File: src/sv/hmm_pkg.sv
// Package for the histogram matching map: constants, operation codes,
// item and command types and the back-end state type. No dependencies.
package hmm_pkg;

    localparam int COUNT_BITS = 22;
    localparam int BIN_BITS   = 8;
    localparam int NBINS      = 1 << BIN_BITS;
    localparam int CUM_BITS   = COUNT_BITS + BIN_BITS;
    localparam int GAIN_BITS  = 12;
    localparam int PROD_BITS  = BIN_BITS + GAIN_BITS;
    localparam int Q_DEPTH    = 4;
    localparam int Q_PTR_BITS = $clog2(Q_DEPTH);

    localparam logic [GAIN_BITS-1:0]  GAIN_RESET = GAIN_BITS'(256);
    localparam logic [BIN_BITS-1:0]   MAX_BIN    = '1;
    localparam logic [COUNT_BITS-1:0] COUNT_MAX  = '1;

    localparam logic [2:0] OP_SOURCE = 3'd0;
    localparam logic [2:0] OP_TARGET = 3'd1;
    localparam logic [2:0] OP_BUILD  = 3'd2;
    localparam logic [2:0] OP_READ   = 3'd3;
    localparam logic [2:0] OP_CLEAR  = 3'd4;

    typedef struct packed {
        logic [2:0]          operation;
        logic [BIN_BITS-1:0] pixel_value;
        logic [BIN_BITS-1:0] bin_index;
    } t_in_item;

    typedef struct packed {
        logic [BIN_BITS-1:0] mapped_bin;
        logic                mapped_valid;
        logic                map_built;
        logic                count_overflow;
    } t_out_item;

    typedef struct packed {
        logic [2:0]          op;
        logic [BIN_BITS-1:0] bin;
    } t_cmd;

    typedef enum logic [3:0] {
        S_IDLE,
        S_CLR,
        S_LD_RD,
        S_LD_WR,
        S_CDF_RD,
        S_CDF_WR,
        S_T_RD,
        S_T_WAIT,
        S_J_RD,
        S_J_WAIT,
        S_RD_RD,
        S_RD_OUT
    } t_bstate;

endpackage

File: src/sv/hmm_front.sv
// Front end: accepts items, scales target pixels by the gain and turns each
// item with a known operation into a command for the queue. Depends on hmm_pkg.
module hmm_front (
    input  logic                          i_clk,
    input  logic                          i_rst_n,
    input  logic                          i_in_valid,
    output logic                          o_in_stall,
    input  hmm_pkg::t_in_item             i_in_item,
    input  logic                          i_cfg_valid,
    output logic                          o_cfg_ready,
    input  logic [hmm_pkg::GAIN_BITS-1:0] i_cfg_data,
    input  logic                          i_q_full,
    output logic                          o_q_push,
    output hmm_pkg::t_cmd                 o_q_cmd
);
    import hmm_pkg::*;

    logic [GAIN_BITS-1:0] r_gain;
    logic [PROD_BITS-1:0] prod;
    logic [GAIN_BITS-1:0] scaled;
    logic                 known_op;

    always_ff @(posedge i_clk) begin
        if (!i_rst_n) begin
            r_gain <= GAIN_RESET;
        end else if (i_cfg_valid) begin
            r_gain <= i_cfg_data;
        end
    end

    assign o_cfg_ready = 1'b1;
    assign o_in_stall  = i_q_full;
    assign prod        = PROD_BITS'(i_in_item.pixel_value) * PROD_BITS'(r_gain);
    assign scaled      = prod[PROD_BITS-1:BIN_BITS];
    assign known_op    = (i_in_item.operation <= OP_CLEAR);
    assign o_q_push    = i_in_valid && !i_q_full && known_op;

    always_comb begin
        o_q_cmd.op  = i_in_item.operation;
        o_q_cmd.bin = '0;
        case (i_in_item.operation)
            OP_SOURCE: o_q_cmd.bin = i_in_item.pixel_value;
            OP_TARGET: o_q_cmd.bin = (scaled > GAIN_BITS'(MAX_BIN)) ? MAX_BIN
                                                                    : scaled[BIN_BITS-1:0];
            OP_READ:   o_q_cmd.bin = i_in_item.bin_index;
            default:   o_q_cmd.bin = '0;
        endcase
    end

endmodule

File: config.mk
export PLATFORM = sky130hd
export DESIGN_NAME = hmm_front
export DESIGN_NICKNAME = d
export VERILOG_FILES = /design/src/sv/hmm_pkg.sv /design/src/sv/hmm_front.sv
export SDC_FILE = /design/constraint.sdc
export NUM_CORES = 1
export LEC_CHECK = 0
export ABC_AREA = 1
export BUFFER_PORTS_ARGS = -buffer_cell sky130_fd_sc_hd__buf_2
export CAP_MARGIN = 10
export CORE_MARGIN = 2
export CORE_UTILIZATION = 43
export DETAILED_ROUTE_END_ITERATION = 12
export PLACE_DENSITY_LB_ADDON = 0.25
export SKIP_CTS_REPAIR_TIMING = 1
export SKIP_LAST_GASP = 1
export SLEW_MARGIN = 20
export SYNTH_ARGS = -nofsm -noshare
export SYNTH_HDL_FRONTEND = slang
export SYNTH_SLANG_ARGS = --single-unit
File: constraint.sdc
create_clock -name i_clk -period 16.8 [get_ports i_clk]
set_input_delay 3.36 -clock i_clk [delete_from_list [all_inputs] [get_ports i_clk]]
set_output_delay 3.36 -clock i_clk [all_outputs]
set_load 0.02 [all_outputs]
==> impl_metrics.csv <==
group,metric,value,unit
outcome,outcome,"complete, no violations",
finish,antenna_cells,0,
grt,antenna_found_initial,0,
sta,fmax,89.2,MHz
setup_path,crit_type,"input pin to output pin",
route,postRouteAntennaNets,0,
finish,regMostFlops,"r_gain",
setup_path,r2r_start,"r_gain[1]",
placed_design,dpl.cell_count,773,
yosys,synth_top_cell_area_share,0.286,
route,via_per_inst,4.71,
sta,rsz0062_at_grt,"no",
grt,grt_usage,0.212,
yosys,synth_top_cell_by_area,"fa_1",
cts,clkSinkCount,12,
setup_path,worst_r2r_endpoint,"r_gain[1]",
placed_design,io_buffers,48,
yosys,syn_area_per_cell,6.60,um^2
grt,grt_overflow_total,0,
yosys,yosysMostFrequentCell,"inv_1",
setup_path,r2r_setup_slack,15890,ps
route,first_pass_iters,4,
worst_hold_path,holdPathStages,2,
sta,fin_worst_skew,0,ps
route,drc,0,
setup_path,crit_required,13440,ps
finish,layout.nets,781,
finish,synthToLayoutAreaGrowth,7.70,%
sta,period_share,0.667,
grt,top_usage_layer,"met2",
power,p_leak,0.00298,uW
die,fp.dieW,102,um
yosys,synth_edf_count,0,
yosys,ys_top_cells_by_area,"fa_1 29%, inv_1 17%, nand2_1 14%",
cts,cts_tree,"yes",
setup_path,cp-end-kind,"output pin",
sta,timing.hold.ws,637,ps
worst_hold_path,min_delay_worst_endpoint,"r_gain[8]",
cts,clkLatencyLatePin,230,ps
run,max_cap_viol_count,0,
placed_design,hpwlAfterDp,8.37,mm
yosys,synth.cell_area,4130,um^2
die,row_count,35,
setup_path,critPathArrivalTime,7850,ps
setup_path,start_kind,"input pin",
die,initial_core_util,0.444,
grt,grt_util_met3,0.0219,
cts,root_buffer,"clkbuf_8",
yosys,synth_ff_type,"dfxtp_1",
yosys,ys_ff_latch,12,
finish,drive_gt1_frac,0.114,
route,wl_per_cell,12.9,um
power,ir_worst_vdd,0.0448,mV
finish,final_cells,777,
setup_path,worstPathMaxFanout,13,
cts,clock_tree.buffer_depth,2,
worst_hold_path,holdCritPathClass,"register to register",
die,die_area,10400,um^2
yosys,syn-num-nets,757,
yosys,ys_seq_area_frac,0.0582,
sta,max_slew.worst_pin.slew,794,ps
cts,cts_buffers,3,
die,pin_count,50,
yosys,synthArstFlopShare,0,
placed_design,gp_congestion,0.949,
route,drtIter0Drc,160,
finish,largest_registers,"r_gain x12",
cts,cts-htree-levels,1,
die,fp.dieH,102,um
yosys,netlist-cell-type-count,34,
power,p_per_area,76.2,nW/um^2
route,drt_wl_total,10.0,mm
cts,path_clk_slew,50,ps
grt,grt_pass1_vias,3850,
yosys,ys_warn_count,0,
setup_path,reg2regPathDepth,2,
sta,hold_viol_final,0,
sta,slew_viol_final,0,
die,coreArea,9280,um^2
sta,finalCriticalPeriod,11210,ps
finish,largest_reg_flops,12,
grt,grt.met1_usage,0.285,
grt,grt_pass1_wl,17.8,mm
sta,tns,0,ps
sta,setup_viol,0,
sta,slew_headroom,0.469,
route,num_vias,3662,
finish,nFillCells,999,
grt,grt_max_degree,14,
grt,use_met2,0.378,
yosys,synthCells,625,
worst_hold_path,hold_start,"r_gain[8]",
yosys,synth_common_cells,"190 x inv_1, 153 x nand2_1, 59 x fa_1",
through the flow:
step	util	area (um^2)	worst slack (ps)	total power, uW
final	0.479	4440	5590	339
after global routing	0.479	4440	5330	385
after CTS	0.479	4440	5620	340
after detailed placement	0.473	4390	5630	306
after global placement	0.473	4390	5630	307
after floorplan	-	4130	6130	246
logic make-up (layout without fill, tap and decap cells):
family | Yosys count | in the layout | synth area share
compound gates | 50 | 50 | 0.0655
buf+inv | 220 | 243 | 0.207
xor+xnor | 6 | 6 | 0.0127
simple gates | 240 | 240 | 0.257
other cells | 1 | 1 | 0.000909
fa+ha+maj | 96 | 96 | 0.398
flops | 12 | 12 | 0.0582
worst max-delay path, stage by stage:
cell     delay [ps]
buf_2           340
nand2_1          90
inv_1            90
fa_1            430
fa_1            480
fa_1            550
inv_1            50
fa_1            530
inv_1            50
ha_1            350
a21oi_1         220
o21ai_1         110
nor2b_1         140
nor3_1          320
nand3_1         200
nand2_4         140
nand4_1         100
nand2_1          70
nand2_1          60
buf_2           160
how the worst max path moves through the flow:
stage	startpoint	endpoint	slack [ps]	cells after the start
floorplan	i_in_item[15]	o_q_cmd[0]	6130	21
global placement	i_in_item[15]	o_q_cmd[6]	5630	22
detailed placement	i_in_item[15]	o_q_cmd[2]	5630	22
CTS	i_in_item[15]	o_q_cmd[2]	5620	22
global route	i_in_item[15]	o_q_cmd[2]	5330	22
finish	i_in_item[10]	o_q_cmd[2]	5590	20
layout make-up:
cell class | count | area [um^2] | area share
Multi-Input combinational cell | 393 | 3030 | 0.682
Timing Repair Buffer | 48 | 240 | 0.0541
Sequential cell | 12 | 240 | 0.0541
Clock buffer | 4 | 55.1 | 0.0124
Inverter | 191 | 717 | 0.161
Tap cell | 129 | 161 | 0.0363
placed cells by master, fill, tap and decap left out, types with 2 or more instances in the layout:
cell	count
o21ai_1	3
buf_2	48
nand2_4	3
ha_1	37
a21o_1	2
nor3_1	3
nand2_2	11
xor2_1	2
a21oi_1	16
nand4_1	9
dfxtp_1	12
clkbuf_8	4
fa_1	59
nand2_1	153
inv_1	190
xnor2_1	4
nand3_1	16
o21bai_1	3
nand3_2	3
nor2_1	35
o21ai_0	23
power breakdown:
group	switching, uW	total [uW]	internal, uW
Sequential	6.36	36.9	30.5
Clock	10.1	30.8	20.7
Combinational	172	271	99.4
metal layers:
layer  routed length [um]  vias to the layer above
li1                     -                     1843
met1                 4480                     1715
met2                 4870                       88
met3                  519                       16
met4                  149                        0
met5                    0                        -
Power figures use the tool's default switching activity.
