## config.mk

```make
export PLATFORM = sky130hd
export DESIGN_NAME = hmm_queue
export DESIGN_NICKNAME = d
export VERILOG_FILES = /design/src/sv/hmm_pkg.sv /design/src/sv/hmm_queue.sv
export SDC_FILE = /design/constraint.sdc
export NUM_CORES = 1
export LEC_CHECK = 0
export BUFFER_PORTS_ARGS = -buffer_cell sky130_fd_sc_hd__buf_4
export CAP_MARGIN = 20
export CORE_MARGIN = 3
export CORE_UTILIZATION = 40
export CTS_CLUSTER_DIAMETER = 200
export DETAILED_ROUTE_END_ITERATION = 6
export MAX_ROUTING_LAYER = met4
export SLEW_MARGIN = 0
export SYNTH_ARGS = -nofsm -noshare
export SYNTH_HDL_FRONTEND = slang
export SYNTH_SLANG_ARGS = --single-unit
```

## constraint.sdc

```tcl
create_clock -name i_clk -period 2.9 [get_ports i_clk]
set_clock_uncertainty 0.05 [all_clocks]
set_input_delay 0.29 -clock i_clk [delete_from_list [all_inputs] [get_ports i_clk]]
set_output_delay 0.29 -clock i_clk [all_outputs]
set_load 0.03 [all_outputs]
```

## src/sv/hmm_pkg.sv

```systemverilog
// Package for the histogram matching map: constants, operation codes,
// item and command types and the back-end state type. No dependencies.
package hmm_pkg;

    localparam int COUNT_BITS = 22;
    localparam int BIN_BITS   = 8;
    localparam int NBINS      = 1 << BIN_BITS;
    localparam int CUM_BITS   = COUNT_BITS + BIN_BITS;
    localparam int GAIN_BITS  = 12;
    localparam int PROD_BITS  = BIN_BITS + GAIN_BITS;
    localparam int Q_DEPTH    = 4;
    localparam int Q_PTR_BITS = $clog2(Q_DEPTH);

    localparam logic [GAIN_BITS-1:0]  GAIN_RESET = GAIN_BITS'(256);
    localparam logic [BIN_BITS-1:0]   MAX_BIN    = '1;
    localparam logic [COUNT_BITS-1:0] COUNT_MAX  = '1;

    localparam logic [2:0] OP_SOURCE = 3'd0;
    localparam logic [2:0] OP_TARGET = 3'd1;
    localparam logic [2:0] OP_BUILD  = 3'd2;
    localparam logic [2:0] OP_READ   = 3'd3;
    localparam logic [2:0] OP_CLEAR  = 3'd4;

    typedef struct packed {
        logic [2:0]          operation;
        logic [BIN_BITS-1:0] pixel_value;
        logic [BIN_BITS-1:0] bin_index;
    } t_in_item;

    typedef struct packed {
        logic [BIN_BITS-1:0] mapped_bin;
        logic                mapped_valid;
        logic                map_built;
        logic                count_overflow;
    } t_out_item;

    typedef struct packed {
        logic [2:0]          op;
        logic [BIN_BITS-1:0] bin;
    } t_cmd;

    typedef enum logic [3:0] {
        S_IDLE,
        S_CLR,
        S_LD_RD,
        S_LD_WR,
        S_CDF_RD,
        S_CDF_WR,
        S_T_RD,
        S_T_WAIT,
        S_J_RD,
        S_J_WAIT,
        S_RD_RD,
        S_RD_OUT
    } t_bstate;

endpackage

```

## src/sv/hmm_queue.sv

```systemverilog
// Short command queue between the front end and the back end.
// Depends on hmm_pkg.
module hmm_queue (
    input  logic          i_clk,
    input  logic          i_rst_n,
    input  logic          i_push,
    input  hmm_pkg::t_cmd i_cmd,
    output logic          o_full,
    input  logic          i_pop,
    output logic          o_empty,
    output hmm_pkg::t_cmd o_cmd
);
    import hmm_pkg::*;

    t_cmd                r_slot [Q_DEPTH];
    logic [Q_PTR_BITS-1:0] r_wp, r_rp;
    logic [Q_PTR_BITS:0]   r_cnt;

    assign o_full  = (r_cnt == (Q_PTR_BITS+1)'(Q_DEPTH));
    assign o_empty = (r_cnt == '0);
    assign o_cmd   = r_slot[r_rp];

    always_ff @(posedge i_clk) begin
        if (i_push) begin
            r_slot[r_wp] <= i_cmd;
        end
    end

    always_ff @(posedge i_clk) begin
        if (!i_rst_n) begin
            r_wp  <= '0;
            r_rp  <= '0;
            r_cnt <= '0;
        end else begin
            if (i_push) begin
                r_wp <= r_wp + 1'b1;
            end
            if (i_pop) begin
                r_rp <= r_rp + 1'b1;
            end
            r_cnt <= r_cnt + (Q_PTR_BITS+1)'(i_push) - (Q_PTR_BITS+1)'(i_pop);
        end
    end

endmodule

```

==> results of run 1 <==
cells in the final DEF (no fill, tap or decap), drive strengths merged:
| master | instances |
|---|---|
| ha | 6 |
| xor3 | 1 |
| a21oi | 1 |
| mux2i | 1 |
| edfxtp | 44 |
| mux4 | 11 |
| fa | 1 |
| xnor2 | 2 |
| dfxtp | 9 |
| nand3b | 1 |
| nor3 | 1 |
| clkbuf | 8 |
| a21bo | 1 |
| and3 | 1 |
| nor2 | 5 |
| inv | 7 |
| and2 | 6 |
| buf | 28 |
path summary, 6_finish.rpt:
check,startpoint,to,cells past startpoint
setup / recovery,flop,o_cmd[10],3
hold / removal,i_cmd[8],r_slot[0][8],1
setup reg to reg,r_cnt[0],r_cnt[2],7
hold reg to reg,r_rp[1],flop,2
per-stage QoR:
stage / cells / area, um^2
2_1_floorplan: 100 / 2030
3_3_place_gp: 193 / 2310
3_5_place_dp: 193 / 2310
4_1_cts: 201 / 2400
5_1_grt: 201 / 2400
6_report: 201 / 2400
registers in the layout (all words and copies together) (netlist names), named ones only:
name,count
r_cnt,3
r_rp,2
r_slot,44
r_wp,2
cell families after synthesis:
group                    Yosys count  synth area share [%]
multiplexers                      12                  12.9
XOR/XNOR                           3                  2.03
flip-flops                        53                  73.9
AO/OA/AOI/OAI                      2                 0.739
buffers and inverters              9                  2.09
adder cells (fa/ha/maj)            7                  4.68
AND/OR/NAND/NOR                   14                  3.69
power breakdown:
| group | switching [mW] | internal (mW) | leakage (nW) |
|---|---|---|---|
| Sequential | 0.0247 | 0.874 | 0.479 |
| Combinational | 0.151 | 0.135 | 0.338 |
| Clock | 0.220 | 0.195 | 0.0455 |
worst reg2reg max path: stages, from the launching register on:
cell and delay, ps:
dfxtp_1 340, inv_1 50, ha_1 260, inv_1 40
ha_1 190, fa_1 370, xor3_1 200, nor2_1 40
cell type report:
| type | instances | area share [%] |
|---|---|---|
| clock buffers | 8 | 3.75 |
| inverters | 7 | 1.09 |
| multi-input cells | 38 | 20.3 |
| flip-flops and latches | 53 | 62.6 |
| well taps | 67 | 3.49 |
| repair buffers | 28 | 8.76 |
layer usage:
metal | vias to the layer above | track usage (%)
met4 | 0 | 3.74
met5 | - | -
li1 | 444 | -
met2 | 23 | 19.4
met3 | 5 | 4.11
met1 | 476 | 14.0
==> flow_summary.yaml, run 1 <==
outcome:
  status: "completed"
sta:
  finalSetupViolCount: 0
  whs_ps: 134
  slew_viol_final: 0
  max_freq_mhz: 510
  fin_ws_ps: 940
  setup_tns_ps: 0
  rsz0062_at_grt: "no"
  max_slew_margin_pct: 58.5
  fin_crit_sh_pct: 67.6
  period_needed_ps: 1960
  tightest_slew_ps: 623
  hold_viol_final: 0
setup_path:
  worstPathMaxFanout: 10
  cp.required_ps: 2560
  worstSetupPathType: "reg -> out"
  slowest_stage: "mux4_2"
  critPathTopFamily: "multiplexers"
  reg2reg_slack_ps: 1250
  worst-path-buf-inv: 2
  cp_data_arrival_time_ps: 1620
  crit_top_cell: "buf_4"
  start_kind: "flop"
  crit_path_end_kind: "output port"
  crit_chain: "buf_4, mux4_2, buf_4"
  max_stage_delay_ps: 540
detailed_routing:
  top_layer: "met4"
  routed_wl_mm: 3.19
  drc_errors: 0
  met3_length_um: 135
  vias: 948
  dr_wl_met2_mm: 1.67
  wire_per_inst_um: 15.9
  detail-route-antenna-nets: 0
  drtIter0Drc: 61
  drt_first_pass_iters: 4
  m1WireLength_mm: 1.34
  routed_via_density: 4.72
clock_tree:
  htree_levels: 2
  cts-root-buf: "clkbuf_8"
  clk_latency_ps: 300
  cts_sinks: 53
  tritoncts: "yes"
  clockBufferDepth: 2
  path_clk_slew_ps: 90
  post_cts_resized: 0
  post-cts-setup-buffer-count: 0
  postCtsHoldBufs: 0
  cts_inserted_buffers: 5
yosys:
  ys_types: 19
  synth_nets: 122
  synth_top_flop_cell: "edfxtp_1"
  yosysWarningCount: 0
  postSynthAreaPerCell_um2: 20.3
  netlist_top_cells_area: "edfxtp_1 65%, mux4_2 11%, dfxtp_1 8.9%"
  netlist_instances: 100
  yosysMostFrequentCell: "edfxtp_1"
  async_reset_ff_share_pct: 0
  yosysSeqAreaShare_pct: 73.9
  yosysTopAreaCell: "edfxtp_1"
  synthTopCellsByCount: "44 x edfxtp_1, 10 x mux4_2, 9 x dfxtp_1"
  synth-edff-count: 44
  ys_ff_latch: 53
  synth_top_area_share_pct: 65.0
  syn-cell-area_um2: 2030
global_routing:
  gr-total-overflow: 0
  grt_pass1_wl_mm: 5.20
  grt_max_degree: 16
  gr-usage-all-layers_pct: 11.9
  grt_pass1_vias: 1010
  grt_antenna_before_repair: 0
layout:
  regArea_um2: 1500
  areaGrowthSynthToFinish_pct: 18.1
  final_core_util_pct: 49.8
  num_antenna_cells: 0
  fin_nets: 155
  multi_input_area_um2: 488
  fillCellCount: 421
  drive_gt1_share_pct: 33.6
die:
  initial_core_util_pct: 42.2
  coreArea_um2: 4820
  io_pins: 28
  rows: 25
  die_area_um2: 5970
  chipWidth_um: 77.3
  die-height_um: 77.3
place:
  place_congestion: 0.634
  place_ws_ps: 1180
  hpwl_mm: 2.15
  portBuffers: 27
power:
  p_leak_nw: 0.863
  power.density_nw_per_um2: 666
  total_power_mw: 1.60
  max-vdd-ir-drop_mv: 0.323
min_path:
  min_path_type: "in -> reg"
flow_run:
  maxCapViolCount: 0
(Power assumes the default switching activity.)
==> run 2: changes to the inputs <==
clock period = 2 ns   (was 2.9 ns; I/O delays follow)
==> flow_summary.yaml, run 2 (synthesized netlist as in run 1, its figures left out) <==
clock_tree:
  postCtsHoldBufs: 0
  clockBufferDepth: 2
  cts-root-buf: "clkbuf_8"
  post_cts_resized: 0
  clk_latency_ps: 300
  path_clk_slew_ps: 90
  cts_sinks: 53
  htree_levels: 2
  tritoncts: "yes"
  cts_inserted_buffers: 5
  post-cts-setup-buffer-count: 0
sta:
  fin_crit_sh_pct: 91.3
  slew_viol_final: 0
  tightest_slew_ps: 311
  finalSetupViolCount: 0
  period_needed_ps: 1830
  setup_tns_ps: 0
  hold_viol_final: 0
  rsz0062_at_grt: "no"
  max_freq_mhz: 548
  max_slew_margin_pct: 79.2
global_routing:
  grt_pass1_vias: 1086
  grt_pass1_wl_mm: 5.29
  grt_max_degree: 17
  gr-total-overflow: 0
  grt_antenna_before_repair: 0
  gr-usage-all-layers_pct: 12.3
place:
  dp_cells: 199
  hpwl_mm: 2.25
  portBuffers: 27
  place_congestion: 0.641
power:
  power.density_nw_per_um2: 946
  internal_power_mw: 1.72
  power_frac_clock_pct: 25.2
  combPwrFrac_pct: 18.5
  p_switching_uw: 594
  p_leak_nw: 0.886
  p_sw_share_pct: 25.7
  p_seq_share_pct: 56.2
  max-vdd-ir-drop_mv: 0.467
layout:
  drive_gt1_share_pct: 37.1
  final_cell_mix: "44 x edfxtp_1, 34 x buf_4, 10 x mux4_2, 9 x dfxtp_1, 7 x inv_1"
  final_common_cell: "edfxtp_1"
  num_antenna_cells: 0
  reg.largest.list: "r_slot: 44 flops, r_cnt: 3 flops"
  fin_cells: 207
  fin_nets: 161
  areaGrowthSynthToFinish_pct: 20.2
  largest_reg_flops: 44
  largest_register: "r_slot"
  fillCellCount: 425
flow_run:
  maxCapViolCount: 0
detailed_routing:
  detail-route-antenna-nets: 0
  dr_wl_met2_mm: 1.68
  m1WireLength_mm: 1.38
  drc_errors: 0
  wire_per_inst_um: 15.7
  routed_via_density: 4.68
  met3_length_um: 135
  drt_first_pass_iters: 4
  top_layer: "met4"
  routed_wl_mm: 3.24
  drtIter0Drc: 66
  vias: 968
die:
  io_pins: 28
  rows: 25
  chipWidth_um: 77.3
  initial_core_util_pct: 42.2
  die_area_um2: 5970
  die-height_um: 77.3
  coreArea_um2: 4820
outcome:
  status: "completed"
setup_path:
  crit_top_cell: "buf_4"
  max_stage_delay_ps: 580
  cp.required_ps: 1750
  crit_path_end_kind: "output port"
  cp_data_arrival_time_ps: 1580
  worstSetupPathType: "reg -> out"
  start_kind: "flop"
  worstPathMaxFanout: 4
  crit_chain: "buf_4, mux4_1, buf_4"
  slowest_stage: "mux4_1"
min_path:
  min_path_type: "in -> reg"
==> run 2: worst paths after layout <==
kind	from	to	slack, ps	depth (start not counted)
worst max register to register	r_cnt[0]	r_cnt[2]	360	7
worst max-delay path	flop	o_cmd[7]	170	3
worst min register to register	r_wp[1]	r_wp[1]	510	2
worst min-delay path	i_cmd[5]	r_slot[3][5]	40	1
==> run 2: stage by stage <==
stage | util [%] | area, um^2 | worst slack, ps | hold slack [ps] | total power [mW]
after floorplan | - | 2030 | 441 | 249 | 1.60
after global placement | 48.9 | 2350 | 423 | 349 | 1.74
after detailed placement | 48.9 | 2350 | 378 | 355 | 1.76
after CTS | 50.7 | 2440 | 142 | 27.6 | 2.34
after global routing | 50.7 | 2440 | 94.5 | 14.8 | 2.42
final | 50.7 | 2440 | 174 | 37.5 | 2.31
==> run 2: area by class of cell <==
type / instances / area [um^2] / area share [%]
tap: 67 / 83.8 / 3.43
timing repair buffer: 34 / 255 / 10.5
multi-input combinational: 38 / 488 / 20.0
inverter: 7 / 26.3 / 1.08
clock inverter: 2 / 15.0 / 0.615
sequential: 53 / 1500 / 61.5
clock buffer: 6 / 72.6 / 2.97
==> run 2: critical path, delay by kind of cell (launching register included) <==
| family | cells | cell delay, ps |
|---|---|---|
| mux | 1 | 580 |
| flops | 1 | 350 |
| buf+inv | 2 | 350 |
==> run 2: metal layers <==
metal	GRT usage (%)	up-vias
met5	-	-
met1	13.9	481
met3	4.46	5
li1	-	462
met4	4.27	0
met2	20.2	20
==> run 2: power groups by stage <==
| stage | sequential [mW] | combinational, mW | clock, mW |
|---|---|---|---|
| 3_5_place_dp | 1.33 | 0.436 | 0 |
| 5_1_grt | 1.31 | 0.466 | 0.649 |
| 4_1_cts | 1.30 | 0.438 | 0.605 |
| 6_report | 1.30 | 0.428 | 0.583 |
| 3_3_place_gp | 1.32 | 0.424 | 0 |
| 2_1_floorplan | 1.31 | 0.286 | 0 |
